**src/rtl/dependency_topological_orderer_unit_defines.svh**
```systemverilog
// Assertion macros for the dependency topological orderer.
`ifndef DEPENDENCY_TOPOLOGICAL_ORDERER_UNIT_DEFINES_SVH
`define DEPENDENCY_TOPOLOGICAL_ORDERER_UNIT_DEFINES_SVH

// Same-cycle implication, checked outside reset.
`define DTO_ASSERT_NOW(label, ante, cons) \
	label: assert property (@(posedge clk) disable iff (!arst_n) (ante) |-> (cons)) \
		else $error("orderer check failed");

// Next-cycle implication, checked outside reset.
`define DTO_ASSERT_NEXT(label, ante, cons) \
	label: assert property (@(posedge clk) disable iff (!arst_n) (ante) |=> (cons)) \
		else $error("orderer check failed");

`endif

```
**src/rtl/dto_pkg.sv**
```systemverilog
// Package: shared types and constants of the dependency topological orderer.
`timescale 1ns / 1ps
package dto_pkg;
	localparam int MAX_MODULES = 16;
	localparam int MAX_DEPS    = 8;
	localparam int ID_BITS     = 16;
	localparam int MAX_RESULTS = 16;
	localparam int IDX_W  = $clog2(MAX_MODULES);
	localparam int CNT_W  = $clog2(MAX_MODULES + 1);
	localparam int DIDX_W = $clog2(MAX_DEPS);
	localparam int DCNT_W = $clog2(MAX_DEPS + 1);
	localparam int RCNT_W = $clog2(MAX_RESULTS + 1);

	localparam logic [1:0] KIND_ADD_MOD = 2'd0;
	localparam logic [1:0] KIND_ADD_DEP = 2'd1;
	localparam logic [1:0] KIND_RESOLVE = 2'd2;

	localparam logic [1:0] DEP_REQUIRED = 2'd0;
	localparam logic [1:0] DEP_OPTIONAL = 2'd1;

	localparam logic [2:0] ST_PLACED   = 3'd0;
	localparam logic [2:0] ST_CYCLE    = 3'd4;
	localparam logic [2:0] ST_OVERFLOW = 3'd5;

	typedef struct packed {
		logic [1:0]  kind;
		logic [15:0] ident;
		logic [1:0]  dep_kind;
		logic        dep_null;
	} in_word_t;

	typedef struct packed {
		logic [3:0] module_index;
		logic [2:0] status;
		logic       last;
	} out_word_t;

	typedef struct packed {
		logic [ID_BITS-1:0] target;
		logic [1:0]         kind;
		logic               is_null;
	} dep_rec_t;

	typedef struct packed {
		logic                      id_we;
		logic [IDX_W-1:0]          id_waddr;
		logic [ID_BITS-1:0]        id_wdata;
		logic [IDX_W-1:0]          id_raddr;
		logic                      dep_we;
		logic [IDX_W+DIDX_W-1:0]   dep_waddr;
		dep_rec_t                  dep_wdata;
		logic [IDX_W+DIDX_W-1:0]   dep_raddr;
	} store_req_t;

	typedef struct packed {
		logic             valid;
		logic [IDX_W-1:0] index;
		logic [2:0]       status;
	} push_t;
endpackage

```
**src/rtl/dependency_topological_orderer_unit.sv**
```systemverilog
// Top level: load sequencer and Kahn ordering walk over the id and record memories.
`timescale 1ns / 1ps
// Load words (add module, add dependency) are accepted while idle; busy stays low.
// Resolve walks every record, and for each non-null required or optional record
// scans the id memory until its target is found, then for each placed module
// walks the records of every unplaced module still pending, one read at a time
// through the single read port of each memory. Result words leave one per strobe cycle.
// Reset clears the list, counts and flags; memory contents are left as they are.
module dependency_topological_orderer_unit (
	input  logic                clk,
	input  logic                arst_n,
	input  logic                start,
	output logic                busy,
	input  dto_pkg::in_word_t   cmd,
	output logic                strobe,
	output dto_pkg::out_word_t  result
);
	`include "dependency_topological_orderer_unit_defines.svh"

	typedef enum logic [3:0] {
		IDLE, V_MOD, V_DEP, V_DEPW, V_SCAN, V_SCANW,
		P_PICK, P_ID, P_MOD, P_DEP, P_DEPW, C_EMIT, FIN
	} state_t;

	state_t state_q;
	logic [dto_pkg::CNT_W-1:0]  cnt_q;
	logic [dto_pkg::DCNT_W-1:0] depcnt_q [dto_pkg::MAX_MODULES];
	logic [dto_pkg::DCNT_W-1:0] pend_q   [dto_pkg::MAX_MODULES];
	logic [dto_pkg::MAX_MODULES-1:0] placed_q;
	logic [dto_pkg::CNT_W-1:0]  pcount_q;
	logic                       ovf_q;
	logic                       ok_q;
	logic [dto_pkg::CNT_W-1:0]  i_q;
	logic [dto_pkg::DCNT_W-1:0] d_q;
	logic [dto_pkg::CNT_W-1:0]  j_q;
	logic [1:0]                 st_q;
	logic [dto_pkg::DCNT_W-1:0] w_q;
	dto_pkg::dep_rec_t          rec_q;
	logic [dto_pkg::ID_BITS-1:0] pid_q;
	logic                       hit_q;

	dto_pkg::store_req_t req;
	logic [dto_pkg::ID_BITS-1:0] id_rdata;
	dto_pkg::dep_rec_t dep_rdata;
	dto_pkg::push_t push;
	logic flush;
	logic accept;
	logic [dto_pkg::IDX_W-1:0] last_mod;
	logic found;
	logic [dto_pkg::IDX_W-1:0] nxt;

	assign busy     = (state_q != IDLE);
	assign accept   = start && !busy;
	assign last_mod = dto_pkg::IDX_W'(cnt_q - 1'b1);

	// lowest unplaced module whose pending count has drained
	always_comb begin
		found = 1'b0;
		nxt   = '0;
		for (int k = 0; k < dto_pkg::MAX_MODULES; k++) begin
			if (!found && dto_pkg::CNT_W'(k) < cnt_q && !placed_q[k] && pend_q[k] == '0) begin
				found = 1'b1;
				nxt   = dto_pkg::IDX_W'(k);
			end
		end
	end

	// memory requests: writes while loading, reads follow the walk indices
	always_comb begin
		req.id_we     = accept && cmd.kind == dto_pkg::KIND_ADD_MOD &&
		                cnt_q < dto_pkg::CNT_W'(dto_pkg::MAX_MODULES);
		req.id_waddr  = dto_pkg::IDX_W'(cnt_q);
		req.id_wdata  = cmd.ident;
		req.id_raddr  = (state_q == P_PICK) ? nxt : dto_pkg::IDX_W'(j_q);
		req.dep_we    = accept && cmd.kind == dto_pkg::KIND_ADD_DEP && cnt_q != '0 &&
		                depcnt_q[last_mod] < dto_pkg::DCNT_W'(dto_pkg::MAX_DEPS);
		req.dep_waddr = {last_mod, depcnt_q[last_mod][dto_pkg::DIDX_W-1:0]};
		req.dep_wdata = '{target: cmd.ident, kind: cmd.dep_kind, is_null: cmd.dep_null};
		req.dep_raddr = {i_q[dto_pkg::IDX_W-1:0], d_q[dto_pkg::DIDX_W-1:0]};
	end

	// result words handed to the holding stage
	always_comb begin
		push  = '0;
		flush = (state_q == FIN);
		unique case (state_q)
			IDLE: begin
				if (accept && cmd.kind == dto_pkg::KIND_RESOLVE && ovf_q) begin
					push = '{valid: 1'b1, index: '0, status: dto_pkg::ST_OVERFLOW};
				end
			end
			V_DEP: begin
				if (d_q == depcnt_q[i_q[dto_pkg::IDX_W-1:0]] && st_q != 2'd0) begin
					push = '{valid: 1'b1, index: i_q[dto_pkg::IDX_W-1:0], status: {1'b0, st_q}};
				end
			end
			P_PICK: begin
				if (pcount_q != cnt_q && found) begin
					push = '{valid: 1'b1, index: nxt, status: dto_pkg::ST_PLACED};
				end
			end
			C_EMIT: begin
				if (i_q != cnt_q && !placed_q[i_q[dto_pkg::IDX_W-1:0]]) begin
					push = '{valid: 1'b1, index: i_q[dto_pkg::IDX_W-1:0],
					         status: dto_pkg::ST_CYCLE};
				end
			end
			default: push = '0;
		endcase
	end

	always_ff @(posedge clk or negedge arst_n) begin
		if (!arst_n) begin
			state_q  <= IDLE;
			cnt_q    <= '0;
			placed_q <= '0;
			pcount_q <= '0;
			ovf_q    <= 1'b0;
			ok_q     <= 1'b0;
			i_q      <= '0;
			d_q      <= '0;
			j_q      <= '0;
			st_q     <= '0;
			w_q      <= '0;
			hit_q    <= 1'b0;
			for (int k = 0; k < dto_pkg::MAX_MODULES; k++) begin
				depcnt_q[k] <= '0;
				pend_q[k]   <= '0;
			end
		end else begin
			unique case (state_q)
				IDLE: begin
					if (accept) begin
						priority if (cmd.kind == dto_pkg::KIND_ADD_MOD) begin
							if (cnt_q < dto_pkg::CNT_W'(dto_pkg::MAX_MODULES)) begin
								depcnt_q[dto_pkg::IDX_W'(cnt_q)] <= '0;
								cnt_q <= cnt_q + 1'b1;
							end else begin
								ovf_q <= 1'b1;
							end
						end else if (cmd.kind == dto_pkg::KIND_ADD_DEP) begin
							// drop a record when no module is loaded yet
							if (cnt_q != '0) begin
								if (req.dep_we) begin
									depcnt_q[last_mod] <= depcnt_q[last_mod] + 1'b1;
								end else begin
									ovf_q <= 1'b1;
								end
							end
						end else if (cmd.kind == dto_pkg::KIND_RESOLVE) begin
							i_q  <= '0;
							ok_q <= 1'b1;
							if (ovf_q || cnt_q == '0) begin
								state_q <= FIN;
							end else begin
								state_q <= V_MOD;
							end
						end else begin
							state_q <= IDLE;
						end
					end
				end
				V_MOD: begin
					if (i_q == cnt_q) begin
						pcount_q <= '0;
						placed_q <= '0;
						state_q  <= ok_q ? P_PICK : FIN;
					end else begin
						d_q     <= '0;
						st_q    <= '0;
						w_q     <= '0;
						state_q <= V_DEP;
					end
				end
				V_DEP: begin
					if (d_q == depcnt_q[i_q[dto_pkg::IDX_W-1:0]]) begin
						if (st_q != 2'd0) begin
							ok_q <= 1'b0;
						end
						pend_q[i_q[dto_pkg::IDX_W-1:0]] <= w_q;
						i_q     <= i_q + 1'b1;
						state_q <= V_MOD;
					end else begin
						state_q <= V_DEPW;
					end
				end
				V_DEPW: begin
					rec_q <= dep_rdata;
					if (dep_rdata.is_null) begin
						st_q[0] <= 1'b1;
						d_q     <= d_q + 1'b1;
						state_q <= V_DEP;
					end else if (dep_rdata.kind == dto_pkg::DEP_REQUIRED ||
					             dep_rdata.kind == dto_pkg::DEP_OPTIONAL) begin
						j_q     <= '0;
						state_q <= V_SCAN;
					end else begin
						d_q     <= d_q + 1'b1;
						state_q <= V_DEP;
					end
				end
				V_SCAN: begin
					if (j_q == cnt_q) begin
						// target not loaded: only a required record fails
						if (rec_q.kind == dto_pkg::DEP_REQUIRED) begin
							st_q[1] <= 1'b1;
						end
						d_q     <= d_q + 1'b1;
						state_q <= V_DEP;
					end else begin
						state_q <= V_SCANW;
					end
				end
				V_SCANW: begin
					if (id_rdata == rec_q.target) begin
						w_q     <= w_q + 1'b1;
						d_q     <= d_q + 1'b1;
						state_q <= V_DEP;
					end else begin
						j_q     <= j_q + 1'b1;
						state_q <= V_SCAN;
					end
				end
				P_PICK: begin
					if (pcount_q == cnt_q) begin
						state_q <= FIN;
					end else if (found) begin
						placed_q[nxt] <= 1'b1;
						pcount_q      <= pcount_q + 1'b1;
						state_q       <= P_ID;
					end else begin
						i_q     <= '0;
						state_q <= C_EMIT;
					end
				end
				P_ID: begin
					pid_q   <= id_rdata;
					i_q     <= '0;
					state_q <= P_MOD;
				end
				P_MOD: begin
					if (i_q == cnt_q) begin
						state_q <= P_PICK;
					end else if (placed_q[i_q[dto_pkg::IDX_W-1:0]] ||
					             pend_q[i_q[dto_pkg::IDX_W-1:0]] == '0) begin
						i_q <= i_q + 1'b1;
					end else begin
						d_q     <= '0;
						hit_q   <= 1'b0;
						state_q <= P_DEP;
					end
				end
				P_DEP: begin
					if (d_q == depcnt_q[i_q[dto_pkg::IDX_W-1:0]]) begin
						// decrement once however many records name the placed id
						if (hit_q) begin
							pend_q[i_q[dto_pkg::IDX_W-1:0]] <=
								pend_q[i_q[dto_pkg::IDX_W-1:0]] - 1'b1;
						end
						i_q     <= i_q + 1'b1;
						state_q <= P_MOD;
					end else begin
						state_q <= P_DEPW;
					end
				end
				P_DEPW: begin
					if (!dep_rdata.is_null && dep_rdata.target == pid_q &&
					    (dep_rdata.kind == dto_pkg::DEP_REQUIRED ||
					     dep_rdata.kind == dto_pkg::DEP_OPTIONAL)) begin
						hit_q <= 1'b1;
					end
					d_q     <= d_q + 1'b1;
					state_q <= P_DEP;
				end
				C_EMIT: begin
					if (i_q == cnt_q) begin
						state_q <= FIN;
					end else begin
						i_q <= i_q + 1'b1;
					end
				end
				FIN: begin
					// clear the list for the next load
					cnt_q    <= '0;
					ovf_q    <= 1'b0;
					placed_q <= '0;
					for (int k = 0; k < dto_pkg::MAX_MODULES; k++) begin
						depcnt_q[k] <= '0;
						pend_q[k]   <= '0;
					end
					state_q <= IDLE;
				end
				default: state_q <= IDLE;
			endcase
		end
	end

	dto_store u_store (
		.clk       (clk),
		.req       (req),
		.id_rdata  (id_rdata),
		.dep_rdata (dep_rdata)
	);

	dto_emit u_emit (
		.clk    (clk),
		.arst_n (arst_n),
		.push   (push),
		.flush  (flush),
		.strobe (strobe),
		.result (result)
	);

	`DTO_ASSERT_NEXT(a_last_ends_run, strobe && result.last, !strobe)
	`DTO_ASSERT_NOW(a_overflow_alone, strobe && result.status == dto_pkg::ST_OVERFLOW,
		result.last && result.module_index == 4'd0)
	`DTO_ASSERT_NEXT(a_load_one_cycle, start && !busy && cmd.kind != dto_pkg::KIND_RESOLVE,
		!busy)
endmodule

```
**src/rtl/dto_store.sv**
```systemverilog
// Module id memory and dependency record memory, registered synchronous reads.
`timescale 1ns / 1ps
module dto_store (
	input  logic                clk,
	input  dto_pkg::store_req_t req,
	output logic [dto_pkg::ID_BITS-1:0] id_rdata,
	output dto_pkg::dep_rec_t   dep_rdata
);
	logic [dto_pkg::ID_BITS-1:0] id_mem [dto_pkg::MAX_MODULES];
	dto_pkg::dep_rec_t dep_mem [dto_pkg::MAX_MODULES * dto_pkg::MAX_DEPS];

	always_ff @(posedge clk) begin
		if (req.id_we) begin
			id_mem[req.id_waddr] <= req.id_wdata;
		end
		id_rdata <= id_mem[req.id_raddr];
	end

	always_ff @(posedge clk) begin
		if (req.dep_we) begin
			dep_mem[req.dep_waddr] <= req.dep_wdata;
		end
		dep_rdata <= dep_mem[req.dep_raddr];
	end
endmodule

```
**src/rtl/dto_emit.sv**
```systemverilog
// Result holding stage: holds each word until the next one arrives so the final one carries last.
`timescale 1ns / 1ps
module dto_emit (
	input  logic               clk,
	input  logic               arst_n,
	input  dto_pkg::push_t     push,
	input  logic               flush,
	output logic               strobe,
	output dto_pkg::out_word_t result
);
	logic                          hold_v_q;
	logic [dto_pkg::IDX_W-1:0]     hold_idx_q;
	logic [2:0]                    hold_st_q;
	logic [dto_pkg::RCNT_W-1:0]    pc_q;

	always_ff @(posedge clk or negedge arst_n) begin
		if (!arst_n) begin
			hold_v_q <= 1'b0;
			pc_q     <= '0;
			strobe   <= 1'b0;
		end else begin
			strobe <= 1'b0;
			if (flush) begin
				// release the held word as the final one
				strobe   <= hold_v_q;
				hold_v_q <= 1'b0;
				pc_q     <= '0;
				result   <= '{module_index: 4'(hold_idx_q), status: hold_st_q, last: 1'b1};
			end else if (push.valid && pc_q < dto_pkg::RCNT_W'(dto_pkg::MAX_RESULTS)) begin
				strobe     <= hold_v_q;
				result     <= '{module_index: 4'(hold_idx_q), status: hold_st_q, last: 1'b0};
				hold_v_q   <= 1'b1;
				hold_idx_q <= push.index;
				hold_st_q  <= push.status;
				pc_q       <= pc_q + 1'b1;
			end
		end
	end
endmodule
```
**config.mk**
```make
export PLATFORM = sky130hd
export DESIGN_NAME = dependency_topological_orderer_unit
export DESIGN_NICKNAME = d
export VERILOG_FILES = /design/src/rtl/dto_pkg.sv /design/src/rtl/dependency_topological_orderer_unit.sv /design/src/rtl/dto_store.sv /design/src/rtl/dto_emit.sv
export VERILOG_INCLUDE_DIRS = /design/src /design/src/rtl
export SDC_FILE = /design/constraint.sdc
export NUM_CORES = 2
export LEC_CHECK = 0
export BUFFER_PORTS_ARGS = -buffer_cell sky130_fd_sc_hd__buf_4
export CAP_MARGIN = 20
export CORE_ASPECT_RATIO = 1.1
export CORE_UTILIZATION = 57
export DETAILED_ROUTE_END_ITERATION = 8
export GPL_ROUTABILITY_DRIVEN = 0
export PLACE_DENSITY = 0.75
export SLEW_MARGIN = 25
export SYNTH_ARGS = -nofsm -noshare
export SYNTH_HDL_FRONTEND = slang
export SYNTH_HIERARCHICAL = 1
export SYNTH_SLANG_ARGS = --single-unit
```
**constraint.sdc**
```tcl
create_clock -name clk -period 4.9 [get_ports clk]
set_input_delay 1.47 -clock clk [delete_from_list [all_inputs] [get_ports clk]]
set_output_delay 1.47 -clock clk [all_outputs]
set_load 0.05 [all_outputs]
```
# --- Word level (Yosys, flattened, before mapping) ---
# Memories as Yosys holds them, arrays and structs flattened. A register that Yosys moved wholly into a read port is not among the register bits.
# Cells that the tools add are included.
word_totals:
  reg_bits: 237
  mem_bits_rw: 2688
  inputBits: 24
  out_inout_bits: 10
  word_cells: 485
  mem_count: 2
classes:
  n_addsub: 10
  magnitude_cmp: 28
  eq_ne: 60
  n_mux: 162
  n_bitwise: 7
  reduce_logical: 160
mem_list:
  columns: ["name", "depth", "word_bits", "rd", "rd_ports_with_merged_regs", "wr", "line_no", "rtl"]
  rows:
  - ["u_store.dep_mem", 128, 19, 1, 1, 1, "dto_store.sv:10", "dto_pkg::dep_rec_t dep_mem [dto_pkg::MAX_MODULES * dto_pkg::MAX_DEPS];"]
  - ["u_store.id_mem", 16, 16, 1, 1, 1, "dto_store.sv:9", "logic [dto_pkg::ID_BITS-1:0] id_mem [dto_pkg::MAX_MODULES];"]
ops:
  columns: ["cell", "count"]
  rows:
  - ["64-bit two-way mux", 9]
  - ["64-bit bitwise mux", 3]
  - ["64-bit case mux with 3 select lines", 1]
  - ["4-bit two-way mux", 45]
  - ["64-bit case mux with 2 select lines", 1]
  - ["5-bit two-way mux", 21]
  - ["4-bit zero test", 18]
  - ["1-bit logical AND", 65]
  - ["64-bit AND", 1]
  - ["64-bit NOT", 1]
  - ["2-bit != test (second input constant)", 27]
  - ["4-bit binary-select mux with 4-bit select", 3]
  - ["4-bit demux with 4-bit select", 3]
  - ["16-bit two-way mux", 3]
  - ["8-bit two-way mux", 6]
  - ["16-bit case mux with 3 select lines", 1]
  - ["4-bit case mux with 12 select lines", 1]
  - ["1-bit two-way mux", 45]
  - ["4-bit by 5-bit < comparator with 1-bit output (first input constant)", 8]
  - ["1-bit zero test", 34]
  - ["16-bit == test", 2]
  - ["8-bit case mux with 4 select lines", 1]
  - ["5-bit case mux with 2 select lines", 3]
  - ["5-bit case mux with 6 select lines", 1]
  - ["50 further kinds", 124]

# --- Longest topological paths before layout ---
logic_depth:
  word_depth: 87
  ltp_mapped: 14
  mapped_depth_nobuf: 11

# --- Hierarchy ---
# Netlist, hierarchy kept.
by_module_without_submodules:
  columns: ["mod", "n_inst", "cells_each", "area_per_inst_um2", "seq_area_each_um2"]
  rows:
  - ["dto_store", 1, 4024, 103107.6, 81418.1]
  - ["dependency_topological_orderer_unit", 1, 1173, 12421.9, 5550.3]
  - ["dto_emit", 1, 54, 834.6, 625.6]

# --- Worst setup path after synthesis ---
# No wires, ideal clock.
synth_timing:
  path_type: "reg2reg"
  startpoint: "reg cnt_q[0] (netlist name)"
  endpoint: "mem u_store/dep_mem[124][0] (netlist name) (enable)"
  setup_time_ps: 419
  arrival_time_ps: 4666
  required_ps: 4481
  path_slack_ps: -185
  stages_incl_launch_ff: 12
  path_buffers: 3
  period_less_slack_ps: 5085
  path_cell_list: "dfrtp_1 -> buf_6 -> buf_6 -> inv_1 -> ha_1 -> buf_2 -> mux4_2 -> mux4_2 -> nor4_4 -> and3_1 -> nand3_1 -> nor3_1"
synth_rtl:
  columns: ["element", "line_no", "rtl"]
  rows:
  - ["from (decl)", "dependency_topological_orderer_unit.sv:26", "logic [dto_pkg::CNT_W-1:0] cnt_q;"]
  - ["from (signal assigned)", "dependency_topological_orderer_unit.sv:137", "cnt_q <= cnt_q + 1'b1;"]
  - ["to (decl)", "dto_store.sv:10", null]

==> summary.txt <==
Layout
  – Area growth from synthesis to final layout: 13.1%
  – Final instance area: around 0.13 sq mm
  – Fin util: between 60% and 70%
  – Fillers: 12500
  – Fin cells: approximately 8500
  – Nets: 5648
  – Layout cell share with drive strength beyond 1: 32.1%

Synthesis
  – Async set-reset flop share out of synthesis: 6.35%
  – Main flop type after synthesis: edfxtp_1
  – Area share of the leading cell type in the synthesized netlist: 70.6%
  – Cells after synthesis: around 5300
  – Combinational family with the most area after synthesis: multiplexers
  – Yosys synthesis warning count: 6
  – Post-synth net total: between 5000 and 6000
  – Post-synthesis mux area share: 18.4%
  – Count of different cell masters after synthesis: 82
  – Syn_area_per_cell: 22.2 sq um
  – Seq/Total Area, Yosys: between 70% and 80%
  – Post-synth EDFFs: around 2700
  – Leading area contributor after synthesis: edfxtp_1
  – Area contributors post-synth: edfxtp_1 71%, mux4_2 18%, dfrtp_1 4.0%
  – Simple-Gate Fraction of Synth Area: around 2.6%
  – Synthesis-stage register bit count: 2960
  – Synthesized-area fraction occupied by adder cells: 0.194%
  – Mapped Area: 0.116 sq mm
  – Synth Area in Compound Gates: 1.85%
  – Post-Synth XOR/XNOR Area: 0.519%

Timing
  – Hold WS: 0.427 ns
  – Pins Over Slew Limit: 0
  – Final setup violation count: 0
  – Final hold vios: 0
  – Max Freq: 222 MHz
  – Setup TNS: 0 ns
  – Minimum clock period: 4.51 ns
  – Worst Tran Pin Value: 1.13 ns
  – Worst Slack Setup Final: 0.392 ns
  – Period utilization: 92.0%
  – Layout Skew: 0.0872 ns
  – RSZ-0062 raised after global routing: false
  – Slew headroom: 24.6%

Drt
  – Final WL: 294000 um
  – Final ANT Viol Nets: 0
  – Routed WL per cell: 34.4 um
  – Vias per Instance: 6.84
  – 1st-pass router iterations: 5
  – Via count: 58400
  – DRC errors left: 0
  – Initial detailed-routing violation count: between 8000 and 9000

Critical path
  – CP Cell Sequence: xnor2_1 -> mux4_2 -> nor4_4 -> buf_4 -> and3_1 -> nand2_1 -> nor3_4 -> buf_4
  – CP max-delay cell: xnor2_1
  – Worst-path maximum fanout: 22
  – Critical Path AT: 5.07 ns
  – Worst Path Required: 5.46 ns
  – CP peak stage delay: 0.80 ns
  – Startpoint Class: register
  – Top cell by count, worst path: buf_4
  – Setup crit end kind: register
  – WS Path Type: register to register

Clock tree
  – Cts-stage hold buffer count: 0
  – # resized after CTS: 0
  – CTS tree: done
  – Post-CTS Setup Bufs: 0
  – Clk sinks: 2960
  – CTS Root Cell: clkbuf_16
  – H-tree depth: 5
  – Clk pin slew, worst setup/hold paths: 0.06 ns
  – CTS Buffer Depth: 4
  – Clock Latency Late Sink: 0.96 ns
  – TritonCTS buffer count: approximately 300

Place
  – PortBufs: 33
  – Dpl ws: 0.524 ns
  – Post-Place Cells: 8012
  – HPWL after DPL: 167000 um
  – DP Area: 0.122 sq mm

Floorplan
  – Cell Rows: 173
  – Chip height: 476 um
  – Io pins: 34
  – Die area: 0.206 sq mm
  – Initial Utilization: 57.5%
  – DIE WIDTH: 433 um
  – Core ar.: 0.202 sq mm

Power and ir drop
  – Static Leak: between 40 and 50 nW
  – Worst VDD drop: 0.312 mV
  – Total power: 64.6 mW
  – P per Cell Area: 491 mW/mm^2

GRT
  – All-layer global routing usage: 29.0%
  – First-pass GRT wire length: 423000 um
  – Number of global-route vias before repair: 58400
  – Initial antenna violation count: 20
  – Pin count of the biggest net entering global routing: 145
  – Final global-route overflow total: 0

Worst hold path
  – Min-Delay Path Class: register to register

Run
  – MaxCap Viol Count: 0

Outcome
  – Status: complete, no violations
-- state kept, by name, indices dropped and copies added (netlist names), 2 cells and up --
| name | cells |
|---|---|
| u_store/dep_mem | 2432 |
| u_store/id_mem | 256 |
| depcnt_q | 64 |
| pend_q | 64 |
| u_store/dep_rdata | 19 |
| rec_q | 18 |
| pid_q | 16 |
| placed_q | 16 |
| u_store/id_rdata | 16 |
| u_emit/result | 8 |
| cnt_q | 5 |
| i_q | 5 |
| j_q | 5 |
| pcount_q | 5 |
| u_emit/pc_q | 5 |
| d_q | 4 |
| state_q | 4 |
| u_emit/hold_idx_q | 4 |
| w_q | 4 |
| u_emit/hold_st_q | 3 |
| st_q | 2 |
-- cells by family (layout without fill, tap and decap cells) --
group,count (synthesis),after routing
compound gates,303,303
fa+ha+maj,18,18
other cells,0,6
buf+inv,291,865
xor+xnor,69,69
simple gates,641,641
mux,969,969
flops,2960,2960
-- placed cells by master, fill, tap and decap left out, types with 52 or more instances in the layout --
master and count:
dfrtp_1 180, clkbuf_1 52, mux4_2 925, nor2_2 121, nand2_1 212, clkbuf_16 312
edfxtp_1 2737, buf_4 264, o21ai_1 63, o2bb2ai_1 57, clkinv_1 60, nor2_1 77
-- worst max-delay path, delay by kind of cell, from the launching register on --
| kind | cells | cell delay (ns) |
|---|---|---|
| DFF | 1 | 0.64 |
| muxes | 1 | 0.48 |
| and+or+nand+nor | 4 | 1.61 |
| xor gates and xnor gates | 1 | 0.80 |
| buffers and inverters | 2 | 0.58 |
-- final timing paths --
path | startpoint | endpoint | slack, ns | cells after the start
setup / recovery | cnt_q[2]$_DFFE_PN0P_ | u_store/dep_mem[105][12]$_DFFE_PP_ | 0.39 | 8
max in group asynchronous | arst_n | d_q[0]$_DFFE_PN0P_ | 3.18 | 2
min in group asynchronous | arst_n | pend_q[62]$_DFFE_PN0P_ | 0.56 | 1
hold / removal | u_store/dep_rdata[1]$_DFF_P_ | rec_q[1]$_DFFE_PP_ | 0.43 | 0
hold reg to reg | u_store/dep_rdata[1]$_DFF_P_ | rec_q[1]$_DFFE_PP_ | 0.43 | 0
setup reg to reg | cnt_q[2]$_DFFE_PN0P_ | u_store/dep_mem[105][12]$_DFFE_PP_ | 0.39 | 8
-- layer usage --
metal	global-route usage, %	part of all wire, %	wire length, um
met5	0	0.025	75
met4	10.5	3.9	11500
met3	5.82	11	32300
met2	45.1	48	141000
met1	41.5	37	109000
-- synth_stat cells (all sizes together) (5+ instances only) --
library cell and number:
edfxtp 2737, mux4 935, nand2 217, nor2 199, dfrtp 188, clkbuf 151
buf 119, o21ai 106, o2bb2ai 67, nor3 43, xnor2 43, a21oi 41
nand3 38, dfxtp 35, nor2b 27, xor2 26, mux2 22, inv 20
a22o 19, ha 18, or4 18, nand2b 17, nand4 16, and2 14
mux2i 12, or3 12, nor4 10, o21a 10, a31oi 8, and3 8
a221o 7, o31ai 6, or2 6, a211oi 5, nand3b 5
-- report_power, final --
group	total (mW)	switching, mW	internal (mW)
combinational	12.9	7.67	5.20
sequential	29.1	0.868	28.3
clock	22.6	9.45	13.1
total	64.6	18.0	46.6
-- area by class of cell --
| cell class | count | area [sq um] | share of cell area (%) |
|---|---|---|---|
| inverters | 21 | 78.8 | 0.0599 |
| well taps | 2712 | 3390 | 2.58 |
| repair buffers | 320 | 3080 | 2.34 |
| clock inverters | 155 | 1440 | 1.10 |
| flip-flops and latches | 2960 | 87600 | 66.6 |
| clock buffers | 369 | 8070 | 6.13 |
| multi-input cells | 2000 | 27900 | 21.2 |
| diodes | 6 | 15.0 | 0.0114 |
Power figures use the tool's default switching activity.
